### config.mk
export PLATFORM = sky130hd
export DESIGN_NAME = padded_frame_block_builder
export DESIGN_NICKNAME = d
export VERILOG_FILES = /design/src/rtl/pfbb_pkg.sv /design/src/rtl/pfbb_pad.sv /design/src/rtl/pfbb_frame_ctl.sv /design/src/rtl/padded_frame_block_builder.sv
export VERILOG_INCLUDE_DIRS = /design/src /design/src/rtl
export SDC_FILE = /design/constraint.sdc
export NUM_CORES = 1
export LEC_CHECK = 0
export ABC_AREA = 1
export BUFFER_PORTS_ARGS = -buffer_cell sky130_fd_sc_hd__clkbuf_2
export CORE_ASPECT_RATIO = 0.6
export CORE_MARGIN = 2
export CORE_UTILIZATION = 35
export DETAILED_ROUTE_END_ITERATION = 12
export PLACE_DENSITY = 0.58
export SETUP_SLACK_MARGIN = 0.1
export SLEW_MARGIN = 20
export SYNTH_ARGS = -nofsm -noshare
export SYNTH_HDL_FRONTEND = slang
export SYNTH_HIERARCHICAL = 1
export SYNTH_SLANG_ARGS = --single-unit
### constraint.sdc
create_clock -name i_clk -period 14.23 [get_ports i_clk]
set_clock_uncertainty 0.1 [all_clocks]
set_input_delay 0.7115 -clock i_clk [delete_from_list [all_inputs] [get_ports i_clk]]
set_output_delay 0.7115 -clock i_clk [all_outputs]
set_load 0.005 [all_outputs]
### src/rtl/assert_macros.svh
// Assertion macros shared by the frame block builder RTL.
// No dependencies; include by bare file name.
`ifndef ASSERT_MACROS_SVH
`define ASSERT_MACROS_SVH

// Clocked assertion, disabled while the active-low reset is asserted.
`define ASSERT_CLK(lbl, clk, rst_n, prop, msg) \
    lbl: assert property (@(posedge clk) disable iff (!rst_n) prop) else $error(msg);

// Clocked assertion that also holds through reset.
`define ASSERT_ALWAYS(lbl, clk, prop, msg) \
    lbl: assert property (@(posedge clk) prop) else $error(msg);

`endif

### src/rtl/pfbb_pkg.sv
// Types and codes for the padded frame block builder.
// No dependencies; imported by every module of the block.
package pfbb_pkg;

    localparam logic       MODE_HEADER = 1'b0;
    localparam logic       MODE_DEVICE = 1'b1;

    localparam logic [1:0] STATUS_OK         = 2'd0;
    localparam logic [1:0] STATUS_COUNT_OVER = 2'd1;
    localparam logic [1:0] STATUS_NO_DEVICE  = 2'd2;

    typedef struct packed {
        logic        mode;
        logic [47:0] gateway_id;
        logic [7:0]  device_count;
        logic [63:0] payload;
    } t_in_item;

    typedef struct packed {
        logic [63:0] block_low;
        logic [63:0] block_high;
        logic        is_header;
        logic        last;
        logic [1:0]  status;
    } t_out_item;

    typedef struct packed {
        logic       block_en;
        logic       is_header;
        logic       last;
        logic [1:0] status;
    } t_frame_ctl;

endpackage

### src/rtl/pfbb_pad.sv
// Combinational block derivation: header and device pad bytes.
// Depends on pfbb_pkg.
module pfbb_pad (
    input  pfbb_pkg::t_in_item i_item,
    output logic [63:0]        o_block_low,
    output logic [63:0]        o_block_high
);
    import pfbb_pkg::*;

    logic [7:0] g [6];
    logic [7:0] dc;
    logic [7:0] hs, hx;
    logic [7:0] hb [16];
    logic [7:0] p [8];
    logic [7:0] ds, dx;
    logic [7:0] db [8];
    logic [63:0] hdr_lo, hdr_hi, dev_hi;

    // Header block: id, count, nine pad bytes.
    always_comb begin
        for (int i = 0; i < 6; i++) begin
            g[i] = i_item.gateway_id[8*i +: 8];
        end
        dc = i_item.device_count;
        hs = g[0] + g[1] + g[2] + g[3] + g[4] + g[5] + dc;
        hx = g[0] ^ g[1] ^ g[2] ^ g[3] ^ g[4] ^ g[5] ^ dc;
        for (int i = 0; i < 6; i++) begin
            hb[i] = g[i];
        end
        hb[6]  = dc;
        hb[7]  = hs;
        hb[8]  = hx;
        hb[9]  = {g[0][6:0], g[0][7]} ^ g[5];
        hb[10] = g[1] + g[4] + dc;
        hb[11] = g[2] ^ 8'(g[0] + g[5]);
        hb[12] = g[3] + {g[2][6:0], 1'b0};
        hb[13] = 8'(g[0] * g[2]) + (g[3] ^ dc);
        hb[14] = 8'(hx + hs) ^ g[4];
        hb[15] = 8'(hs - dc) ^ g[1];
        for (int i = 0; i < 8; i++) begin
            hdr_lo[8*i +: 8] = hb[i];
            hdr_hi[8*i +: 8] = hb[i+8];
        end
    end

    // Device block: payload, eight pad bytes.
    always_comb begin
        ds = '0;
        dx = '0;
        for (int i = 0; i < 8; i++) begin
            p[i] = i_item.payload[8*i +: 8];
            ds   = ds + p[i];
            dx   = dx ^ p[i];
        end
        db[0] = ds;
        db[1] = dx;
        db[2] = 8'(p[0] + p[3]) ^ p[6];
        db[3] = p[1] + p[4] + ds;
        db[4] = p[2] ^ p[5] ^ dx;
        db[5] = {p[7][6:0], 1'b0} + p[0];
        db[6] = 8'(p[1] * p[2]) + (p[3] | p[4]);
        db[7] = 8'(dx + ds) ^ p[7];
        for (int i = 0; i < 8; i++) begin
            dev_hi[8*i +: 8] = db[i];
        end
    end

    assign o_block_low  = (i_item.mode == MODE_HEADER) ? hdr_lo : i_item.payload;
    assign o_block_high = (i_item.mode == MODE_HEADER) ? hdr_hi : dev_hi;

endmodule

### src/rtl/pfbb_frame_ctl.sv
// Frame tracking: device blocks still expected, last marker and status.
// Depends on pfbb_pkg and assert_macros.svh.
module pfbb_frame_ctl #(
    parameter int MAX_DEVICES = 32
) (
    input  logic                 i_clk,
    input  logic                 i_rst_n,
    input  logic                 i_advance,
    input  logic                 i_mode,
    input  logic [7:0]           i_device_count,
    output pfbb_pkg::t_frame_ctl o_ctl
);
    import pfbb_pkg::*;
    `include "assert_macros.svh"

    localparam logic [7:0] MaxDev = 8'(MAX_DEVICES);

    logic [7:0] r_remaining, n_remaining;
    logic [7:0] dec_remaining;

    assign dec_remaining = r_remaining - 8'd1;

    always_comb begin
        o_ctl       = '0;
        n_remaining = r_remaining;
        if (i_mode == MODE_HEADER) begin
            if (i_device_count > MaxDev) begin
                o_ctl.status = STATUS_COUNT_OVER;
                n_remaining  = '0;
            end else begin
                o_ctl.block_en  = 1'b1;
                o_ctl.is_header = 1'b1;
                o_ctl.last      = (i_device_count == 8'd0);
                n_remaining     = i_device_count;
            end
        end else begin
            if (r_remaining == 8'd0) begin
                o_ctl.status = STATUS_NO_DEVICE;
            end else begin
                o_ctl.block_en = 1'b1;
                o_ctl.last     = (dec_remaining == 8'd0);
                n_remaining    = dec_remaining;
            end
        end
    end

    always_ff @(posedge i_clk) begin
        if (!i_rst_n) begin
            r_remaining <= '0;
        end else if (i_advance) begin
            r_remaining <= n_remaining;
        end
    end

    `ASSERT_CLK(a_over_clears, i_clk, i_rst_n,
        (i_advance && o_ctl.status == STATUS_COUNT_OVER) |=> (r_remaining == 8'd0),
        "count over maximum did not abort the frame")
    `ASSERT_CLK(a_device_decrements, i_clk, i_rst_n,
        (i_advance && i_mode == MODE_DEVICE && o_ctl.status == STATUS_OK)
            |=> (r_remaining == 8'($past(r_remaining) - 8'd1)),
        "device block did not consume one expected block")
    `ASSERT_CLK(a_remaining_bounded, i_clk, i_rst_n,
        (r_remaining <= MaxDev),
        "expected device count above the maximum")

endmodule

### src/rtl/padded_frame_block_builder.sv
// Padded frame block builder: one 16-byte block word out for every item word in.
// Throughput: 1 word per cycle while the sink does not stall the output; set by the
// single pass of pad logic between the input register and the result register, with
// the frame counter updated alongside.
// Reset (synchronous, active low) empties both registers and clears the count of
// device blocks still expected.
module padded_frame_block_builder #(
    parameter int MAX_DEVICES = 32
) (
    input  logic                 i_clk,
    input  logic                 i_rst_n,
    input  logic                 i_in_valid,
    output logic                 o_in_stall,
    input  pfbb_pkg::t_in_item   i_in,
    output logic                 o_out_valid,
    input  logic                 i_out_stall,
    output pfbb_pkg::t_out_item  o_out
);
    import pfbb_pkg::*;
    `include "assert_macros.svh"

    // Input register: holds the accepted item word until the result register frees.
    logic       r_in_valid;
    t_in_item   r_in;

    // Result register: holds the finished block word until the sink takes it.
    logic       r_out_valid;
    t_out_item  r_out;

    logic       out_free;
    logic       advance;
    logic       in_free;

    logic [63:0] pad_low, pad_high;
    t_frame_ctl  ctl;
    t_out_item   n_out;

    // Advance the input word whenever the result register is empty or being drained;
    // take a new word whenever the input register is empty or advancing.
    assign out_free   = !r_out_valid || !i_out_stall;
    assign advance    = r_in_valid && out_free;
    assign in_free    = !r_in_valid || advance;
    assign o_in_stall = !in_free;

    pfbb_pad u_pad (
        .i_item       (r_in),
        .o_block_low  (pad_low),
        .o_block_high (pad_high)
    );

    // The frame counter moves only when the word it judged moves to the result register.
    pfbb_frame_ctl #(
        .MAX_DEVICES (MAX_DEVICES)
    ) u_frame_ctl (
        .i_clk          (i_clk),
        .i_rst_n        (i_rst_n),
        .i_advance      (advance),
        .i_mode         (r_in.mode),
        .i_device_count (r_in.device_count),
        .o_ctl          (ctl)
    );

    // Drop the block bytes on an error word: every field but status reads zero.
    always_comb begin
        n_out.block_low  = ctl.block_en ? pad_low  : '0;
        n_out.block_high = ctl.block_en ? pad_high : '0;
        n_out.is_header  = ctl.is_header;
        n_out.last       = ctl.last;
        n_out.status     = ctl.status;
    end

    always_ff @(posedge i_clk) begin
        if (!i_rst_n) begin
            r_in_valid <= 1'b0;
        end else if (in_free) begin
            r_in_valid <= i_in_valid;
        end
    end

    always_ff @(posedge i_clk) begin
        if (in_free && i_in_valid) begin
            r_in <= i_in;
        end
    end

    always_ff @(posedge i_clk) begin
        if (!i_rst_n) begin
            r_out_valid <= 1'b0;
        end else if (out_free) begin
            r_out_valid <= advance;
        end
    end

    always_ff @(posedge i_clk) begin
        if (advance) begin
            r_out <= n_out;
        end
    end

    assign o_out_valid = r_out_valid;
    assign o_out       = r_out;

    `ASSERT_CLK(a_error_word_empty, i_clk, i_rst_n,
        (r_out_valid && r_out.status != STATUS_OK)
            |-> (r_out.block_low == '0 && r_out.block_high == '0
                 && !r_out.is_header && !r_out.last),
        "error word carries block fields")
    `ASSERT_CLK(a_held_word_kept, i_clk, i_rst_n,
        (r_in_valid && !out_free) |=> (r_in_valid && $stable(r_in)),
        "input word lost while the result register was full")
    `ASSERT_CLK(a_stalled_out_kept, i_clk, i_rst_n,
        (r_out_valid && i_out_stall) |=> (r_out_valid && $stable(r_out)),
        "result word changed while stalled")

endmodule

* Yosys cells after proc, flatten, opt, wreduce, memory -nomap -nowiden *
Index checks and enable logic that the tools add are counted.

word-level totals
  bits in registers = 263
  input port bits = 125
  output and inout port bits = 134

cells by class
  $add $sub $neg = 27
  $mul = 2
  magnitude comparators = 1
  equality and inequality tests = 1
  muxes and demuxes = 12
  bitwise operators = 23
  reductions and logical operators = 12

operators by type and width
  kind                                                                   number
  8-bit adder                                                            25
  8-bit XOR                                                              22
  64-bit 2-to-1 mux                                                      2
  8-bit zero test                                                        3
  8-bit 2-to-1 mux                                                       3
  8-bit by 8-bit multiplier with 8-bit output                            2
  8-bit by 6-bit > comparator with 1-bit output (second input constant)  1
  8-bit OR                                                               1
  8-bit by 1-bit subtractor with 8-bit output (second input constant)    1
  8-bit subtractor                                                       1
  3-bit 2-to-1 mux                                                       2
  1-bit zero test                                                        4
  1-bit 2-to-1 mux                                                       4
  1-bit logical AND                                                      2
  1-bit logical OR                                                       2
  2-bit 2-to-1 mux                                                       1
  2-bit inequality test (second input constant)                          1
  2-bit AND reduction                                                    1

* Longest topological paths before layout *
Gate-level depths: netlist (run 1).

  depth after elaboration = 10
  depth in mapped cells = 29
  gate-level depth less buffers = 28

* By module *
Netlist (run 1), hierarchy kept.

by module, submodules not included
  module                      instances  cells each  area an instance (µm²)  seq. area each (µm²)
  pfbb_pad                    1          1579        10525.1                 0.0
  padded_frame_block_builder  1          536         8798.4                  7637.3
  pfbb_frame_ctl              1          137         748.2                   160.2

* Least setup slack after synthesis (run 1) *
Ideal clock, no wire load.

  path kind = input -> register
  from = input port i_out_stall
  to = register u_frame_ctl.r_remaining[6]
  library setup time = 0.070 ns
  arrival = 8.375 ns
  required time = 14.060 ns
  slack = 5.685 ns
  cell stages on the path = 5
  buffers on the path = 0
  cells stage by stage = a21oi_1 -> inv_1 -> nor3_1 -> nand2_1 -> a21oi_1

between the ends
  longest elaborated chain between the ends = 4

ends and longest elaborated chain
  element                        RTL line                          source
  start: declaration             padded_frame_block_builder.sv:16  input logic i_out_stall,
  1-bit zero test                padded_frame_block_builder.sv:40  assign out_free = !r_out_valid || !i_out_stall;
  1-bit logical OR               padded_frame_block_builder.sv:40
  1-bit logical AND              padded_frame_block_builder.sv:41  assign advance = r_in_valid && out_free;
  2-bit AND reduction (no line)  --
  end signal: assignment         pfbb_frame_ctl.sv:51              r_remaining <= n_remaining;
  end: declaration               pfbb_frame_ctl.sv:18              logic [7:0] r_remaining, n_remaining;

No other way between the ends.
A chain may end at the register's enable or synchronous reset.

* Final worst setup path (run 1) *
  from = register r_in[75] (netlist name)
  to = register r_out (netlist bit o_out[67]), data pin

between the ends
  longest elaborated chain between the ends = 9

ends and longest elaborated chain
  element                   RTL line                          source
  start: declaration        padded_frame_block_builder.sv:24  t_in_item r_in;
  start signal: assignment  padded_frame_block_builder.sv:82  r_in <= i_in;
  8-bit adder (6 in a row)  pfbb_pad.sv:25                    hs = g[0] + g[1] + g[2] + g[3] + g[4] + g[5] + dc;
  8-bit subtractor          pfbb_pad.sv:39                    hb[15] = 8'(hs - dc) ^ g[1];
  8-bit XOR                 pfbb_pad.sv:39
  64-bit 2-to-1 mux         pfbb_pad.sv:69                    assign o_block_high = (i_item.mode == MODE_HEADER) ? hdr_hi : dev_hi;
  named net pad_high[63]    padded_frame_block_builder.sv:34  logic [63:0] pad_low, pad_high;
  end signal: assignment    padded_frame_block_builder.sv:96  r_out <= n_out;
  end: declaration          padded_frame_block_builder.sv:28  t_out_item r_out;

The timed path passes the listed nets, and every way through them passes these cells.

==> impl_results.md, run 1 <==
* Wire per inst at between 15 and 20 um
* CTS Hold Buffers Added at 0
* Dpl hpwl at slightly above 50000 um
* P&R area growth vs syn at 14.61%
* Worst EP required at roughly 14000 ps
* FILL cells at around 5600
* Hold Crit Depth at 1
* Cts repair resizes at 0
* Layout cells sized above 1 at a little over an eighth
* Total number of vias at 15530
* Worst r2r src: r_in[75]
* Clk_lat worst skew at 590 ps
* Startpoint types: flop
* Sw power at about 0.0023 W
* Netlist Area Pre-Place at 20070 um^2
* Largest net degree at the start of global routing at 93
* Global-route wire length before repair at 95490 um
* Setup TNS at 0 ps
* Placer Congestion at between 0.9 and 1
* Sequential share of the synthesized area at 38.85%
* Num ports at between 200 and 300
* Vias in the first global route at roughly 15000
* Commonest non-fill, non-tap cell in the layout: nand2_1
* Max Slew Vio Count at 0
* Fin cells at roughly 3300
* Critical path type: flop to flop
* Setup violators final at 0
* Flip-flop and latch count after synthesis at 263
* PwrDens at approximately 210 nW/um^2
* Sequential Power Share at 21.4%
* Initial antenna violation count at 0
* WHS Endpoint: r_in[30]
* Reg2reg path depth at 24
* PortBufs at around 260
* Crit path time final at ~6200 ps
* DR DRC count at 0
* Pre-CTS WS at a little over 8000 ps
* Synth Flop Type: edfxtp_1
* Yosys cell types at 43
* Post-route antenna net violation count at 0
* Total track usage at between 20% and 30%
* Worst-path maximum fanout at 9
* Final period utilization at between 40 and 50%
* Largest vdd supply drop at 0.0001507 V
* Post-synth EDFFs at around 250
* P_int at ~0.0025 W
* Hold_ws at roughly 200 ps
* Clock group share of total power at 16.2%
* Max H-tree Level at 1
* Clock sink count at approximately 260
* Dpl cell area at 22050 um^2
* Core footprint at 56250 um^2
* Die Footprint at 59340 um^2
* Diodes inserted at 0
* Worst rel slew slack at 27.94%
* Design area at 23000 um^2
* Clk pin slew, worst setup/hold paths at 80 ps
* RSZ-0062 raised after global routing: no
* Iteration count of the initial detailed-routing pass at 8
* Via-to-Cell Ratio at roughly 4.8
* Grt ovf at 0
* DRT iter0 DRCs at between 1000 and 1500
* Setup Buffers After CTS at 0
* Total Wirelength at ~65000 um
* Asr flop ratio synth at 0%
* Starting Density at approximately 36%
* Setup crit end kind: flop
* Die width at ~310 um
* Post-Synthesis Cells at 2252
* CTS tree: yes
* Syn_area_per_cell at between 8 and 9 um^2
* Status: completed
* Clock buffer count from CTS at 28
* Max cap viols at 0
* Final WS setup at between 8000 and 9000 ps
* Reg2Reg Setup Slack at roughly 8000 ps
* Most frequent cells in the layout: nand2_1 (576), inv_1 (517), clkbuf_2 (258)
* Hold_sp: i_in[30]
* Final Hold Viols at 0
* Worst EP arrival at ~6500 ps
* Yosys warns at 6
* Worst-Margin Slew at 1081 ps
* Leakage at 11.86 nW
* Switching Fraction at 48.17%
* Synthesized Nets at 2628
* Placed insts at roughly 3200
* Max Clk Rate at approximately 160 MHz
* Nets at ~2900
* Worst R2R End: o_out[67]
* Die Height at between 150 and 200 um
* Standard-cell rows at 67
* Logic gate share of total power at between 60 and 70%
* Root buffer cell: clkbuf_16
* Hold/Removal Path Class: input port to flop
* Clock Tree Buf Depth at 3
-- worst max path at each step --
stage | start | end | slack, ps | depth (start not counted)
global placement | r_in[75] | o_out[67] | 8170 | 24
global route | r_in[91] | o_out[67] | 7660 | 24
finish | r_in[75] | o_out[67] | 8000 | 24
floorplan | i_out_stall | u_frame_ctl/r_remaining[6] | 5690 | 5
CTS | r_in[10] | o_out[35] | 8120 | 24
detailed placement | r_in[10] | o_out[35] | 8130 | 24
-- registers in the layout (all words and copies together) (netlist names) --
signal / count
o_out: 132
r_in: 121
u_frame_ctl/r_remaining: 8
o_out_valid: 1
r_in_valid: 1
-- worst max-delay path, stage by stage (launching register included) --
cell	delay [ps]
edfxtp_1	660
inv_1	160
fa_1	530
inv_1	60
fa_1	450
fa_1	490
inv_1	50
fa_1	470
inv_1	40
ha_1	350
a21o_1	180
a31oi_1	310
inv_1	90
a21oi_1	160
o21bai_1	90
xor2_1	290
ha_1	350
a21oi_1	240
o21ai_0	130
a31oi_1	400
nand3_1	120
nand3_1	110
nand2_1	70
nand2_1	60
inv_1	40
-- power groups by stage --
stage	Clock [W]	Sequential (W)	Combinational (W)
global route	0.000828	0.00103	0.00335
finish	0.000779	0.00103	0.00300
global placement	0	0.00104	0.00291
detailed placement	0	0.00104	0.00293
CTS	0.000801	0.00103	0.00295
floorplan	0	0.00102	0.00210
-- through the flow --
stage          total power [W]  util (%)
2_1_floorplan         0.003119         -
3_3_place_gp          0.003951     39.21
3_5_place_dp          0.003974     39.21
4_1_cts               0.004782     40.89
5_1_grt               0.005214     40.90
6_report              0.004805     40.90
-- synth_stat cells (2+ instances only) --
cell / instances / area [um^2]
nand3_1: 71 / 355.3
xnor2_2: 2 / 32.53
o21ai_1: 2 / 10.01
buf_4: 3 / 22.52
nor3_1: 2 / 10.01
o21ai_0: 121 / 605.6
o221ai_1: 4 / 35.03
nand2_1: 576 / 2162
or2_2: 4 / 25.02
nand4_1: 6 / 37.54
nand3b_1: 2 / 15.01
nor2_1: 68 / 255.2
o22ai_1: 7 / 43.79
clkbuf_1: 30 / 112.6
o21bai_1: 4 / 30.03
edfxtp_1: 253 / 7597
inv_1: 518 / 1944
a211oi_1: 2 / 15.01
buf_2: 14 / 70.07
o211ai_1: 6 / 45.04
buf_6: 13 / 146.4
ha_1: 121 / 1514
or2_1: 3 / 18.77
a21o_1: 2 / 15.01
a31oi_1: 5 / 31.28
dfxtp_1: 10 / 200.2
buf_1: 4 / 15.01
fa_1: 130 / 2603
a21oi_1: 66 / 330.3
xnor2_1: 94 / 823.3
clkbuf_2: 2 / 10.01
xor2_1: 96 / 840.8
-- kinds of logic (layout without fill, tap and decap cells) --
logic type,Yosys count,in the layout,synth area share [%]
compound gates,221,221,5.872
simple gates,738,738,14.64
xor+xnor,193,193,8.534
flops,263,263,38.85
buf+inv,586,842,11.60
fa+ha+maj,251,251,20.51
-- cell type report --
type	instances	area [um^2]	share of cell area (%)
inverters	520	1954	8.496
clock buffers	35	748.2	3.252
clock inverters	16	197.7	0.8593
flip-flops and latches	263	7797	33.90
multi-input cells	1403	9965	43.32
well taps	759	949.7	4.128
repair buffers	271	1393	6.054
-- metal layers --
layer	vias to the layer above	track usage, %	wire (um)
met1	7500	31.43	29980
li1	7404	-	-
met2	551	33.36	28530
met5	-	0	0
met3	72	4.436	4704
met4	0	4.711	1471
Power figures use the tool's default switching activity.
==> run 2: changes to the inputs <==
Settings changed: ABC_AREA 1 to 0.
Clock period 14.23 ns to 5.85 ns, I/O delays scaled along.
==> impl_results.md, run 2 <==
* Status: completed
* Root buffer cell: clkbuf_16
* Worst EP arrival at ~5800 ps
* Total number of vias at roughly 13000
* Yosys cell types at 52
* Via-to-Cell Ratio at around 4.7
* Asr flop ratio synth at 0%
* Largest register FFs at ~130
* CP dominant cell by count: inv_1
* Synthesized Nets at a little over 2000
* Final Hold Viols at 0
* Global-route wire length before repair at roughly 88000 um
* Crit path time final at roughly 5500 ps
* CTS tree: yes
* PwrDens at roughly 520 nW/um^2
* Dpl cell area at ~22000 um^2
* Final period utilization at between 90 and 100%
* Dpl hpwl at ~46000 um
* Core footprint at about 54000 um^2
* Startpoint types: flop
* Delay-heaviest family, CP: adder cells
* Share of the synthesized area in the top cell type at 39.58%
* Finished Core Util at around 44%
* Num ports at roughly 260
* Nets at roughly 2500
* Worst Path Buf+Inv at 6
* Worst EP required at slightly above 6000 ps
* Largest vdd supply drop at 0.0004912 V
* Most frequent cells in the layout: clkbuf_2 (258), edfxtp_1 (253), inv_1 (247)
* Iteration count of the initial detailed-routing pass at 4
* Design area at 23870 um^2
* Netlist Area Pre-Place at about 19000 um^2
* Post-Synthesis Cells at between 1500 and 2000
* Synth Flop Type: edfxtp_1
* Flip-flop and latch count after synthesis at 263
* Sequential share of the synthesized area at around two fifths
* Layout cells sized above 1 at 21.69%
* Critical path type: flop to flop
* Placed insts at ~2600
* Cell Chain, Critical Path: inv_1 -> fa_1 -> inv_1 -> fa_1 -> inv_1 -> fa_1 -> inv_1 -> fa_1 -> ha_2 -> fa_2 -> inv_1 -> fa_1 -> inv_1 -> ha_4 -> a21oi_2 -> o21bai_2 -> a21o_1 -> a21oi_2 -> xnor3_1 -> mux2i_1 -> and2_1
* Initial antenna violation count at 0
* Count leader, synth: edfxtp_1
* Clk pin slew, worst setup/hold paths at roughly 70 ps
* Worst-Margin Slew at roughly 1100 ps
* Standard-cell rows at 66
* Max cap viols at 0
* Setup crit end kind: flop
* PortBufs at between 200 and 300
* Clock sink count at 263
* Worst rel slew slack at ~27%
* Hold/Removal Path Class: input port to flop
* Hold_ws at around 300 ps
* Grt ovf at 0
* Commonest non-fill, non-tap cell in the layout: clkbuf_2
* Post-route antenna net violation count at 0
* Fin cells at about 2800
* Total track usage at 20.99%
* Yosys warns at 6
* Die width at just over 300 um
* Clk_lat worst skew at roughly 590 ps
* P&R area growth vs syn at 24.37%
* Worst-path maximum fanout at 3
* Die Footprint at approximately 57000 um^2
* Syn_area_per_cell at roughly 12 um^2
* Vias in the first global route at 13590
* Clock buffer count from CTS at 28
* CP max stage cell: fa_2
* Wire per inst at 21.07 um
* Most frequent cells after synthesis: edfxtp_1 (253), inv_1 (251), xnor2_1 (199), fa_1 (130), and2_1 (127)
* Post-synth top area cell: edfxtp_1
* RSZ-0062 raised after global routing: no
* Diodes inserted at 0
* Total Wirelength at 59640 um
* Leakage at about 10 nW
* Worst path max stage delay at about 560 ps
* Post-synth EDFFs at roughly 250
* Largest net degree at the start of global routing at 211
* Max Slew Vio Count at 0
* DRT iter0 DRCs at between 800 and 900
* Max H-tree Level at 1
* DR DRC count at 0
* Starting Density at approximately 35%
* Placer Congestion at 0.9037
* Die Height at about 190 um
* Setup violators final at 0
* Setup TNS at 0 ps
* Synth top area cells: edfxtp_1 (40%), fa_1 (14%), xnor2_1 (9.1%)
* Max Clk Rate at between 150 and 200 MHz
* Clock Tree Buf Depth at 3
[run 2: cell count changes after synthesis, sizes merged, moves of 10 or more]
cell   change
a21o      +36
and2     +153
xor2      -44
o21ai     -56
nor2      -34
mux2i     +10
xnor2    +106
nand2    -478
inv      -268
nand3     -70
mux2      +45
buf       -12
[run 2: cell type report]
type / count / area [um^2]
multi-input cells: 1102 / 10220
flip-flops and latches: 263 / 7797
repair buffers: 450 / 3110
fillers: 5105 / 30300
clock inverters: 20 / 200.2
well taps: 714 / 893.4
inverters: 251 / 942.2
clock buffers: 30 / 708.2
[run 2: stage by stage]
| step | setup slack (ps) | total power, W |
|---|---|---|
| final | 321.6 | 0.01246 |
| after CTS | 151.5 | 0.01232 |
| after detailed placement | 31.52 | 0.01031 |
| after global placement | 132.7 | 0.01018 |
| after floorplan | 253.6 | 0.008089 |
| after global routing | 110.9 | 0.01336 |
[run 2: cells by family (layout without fill, tap and decap cells)]
family,after synthesis,after routing,synth area share (%)
AND/OR/NAND/NOR,320,320,8.885
buffers and inverters,302,751,6.480
flip-flops,263,263,40.63
adder cells (fa/ha/maj),251,251,21.45
XOR/XNOR,263,263,12.69
multiplexers,55,55,3.162
AO/OA/AOI/OAI,213,213,6.708
[run 2: layer usage]
metal / vias up / global-route usage (%) / wire (um)
met5: - / 0 / 0
met2: 404 / 32.73 / 26280
met4: 0 / 4.412 / 1304
met3: 59 / 3.570 / 3608
met1: 6477 / 30.61 / 28440
li1: 6315 / - / -
[run 2: worst paths after layout]
| check | startpoint | end | slack, ps | cells after the start |
|---|---|---|---|---|
| max | r_in[33] | o_out[35] | 320 | 21 |
| min | i_in[87] | r_in[87] | 300 | 2 |
| max reg2reg | r_in[33] | o_out[35] | 320 | 21 |
| min reg2reg | u_frame_ctl/r_remaining[6] | u_frame_ctl/r_remaining[6] | 410 | 2 |
[run 2: repair_timing]
action                                  in CTS  in global routing
resized for setup                            3                  9
pin swaps                                    0                  4
hold endpoints to repair                   127                  0
endpoints found under the setup margin       1                  2
hold buffers                               126                  0
buffers inserted                             0                  5
[run 2: power breakdown]
part	switching [W]	internal, W
logic	0.00429	0.00382
clock network	0.000826	0.00101
registers	0.000138	0.00237
total	0.00525	0.00721
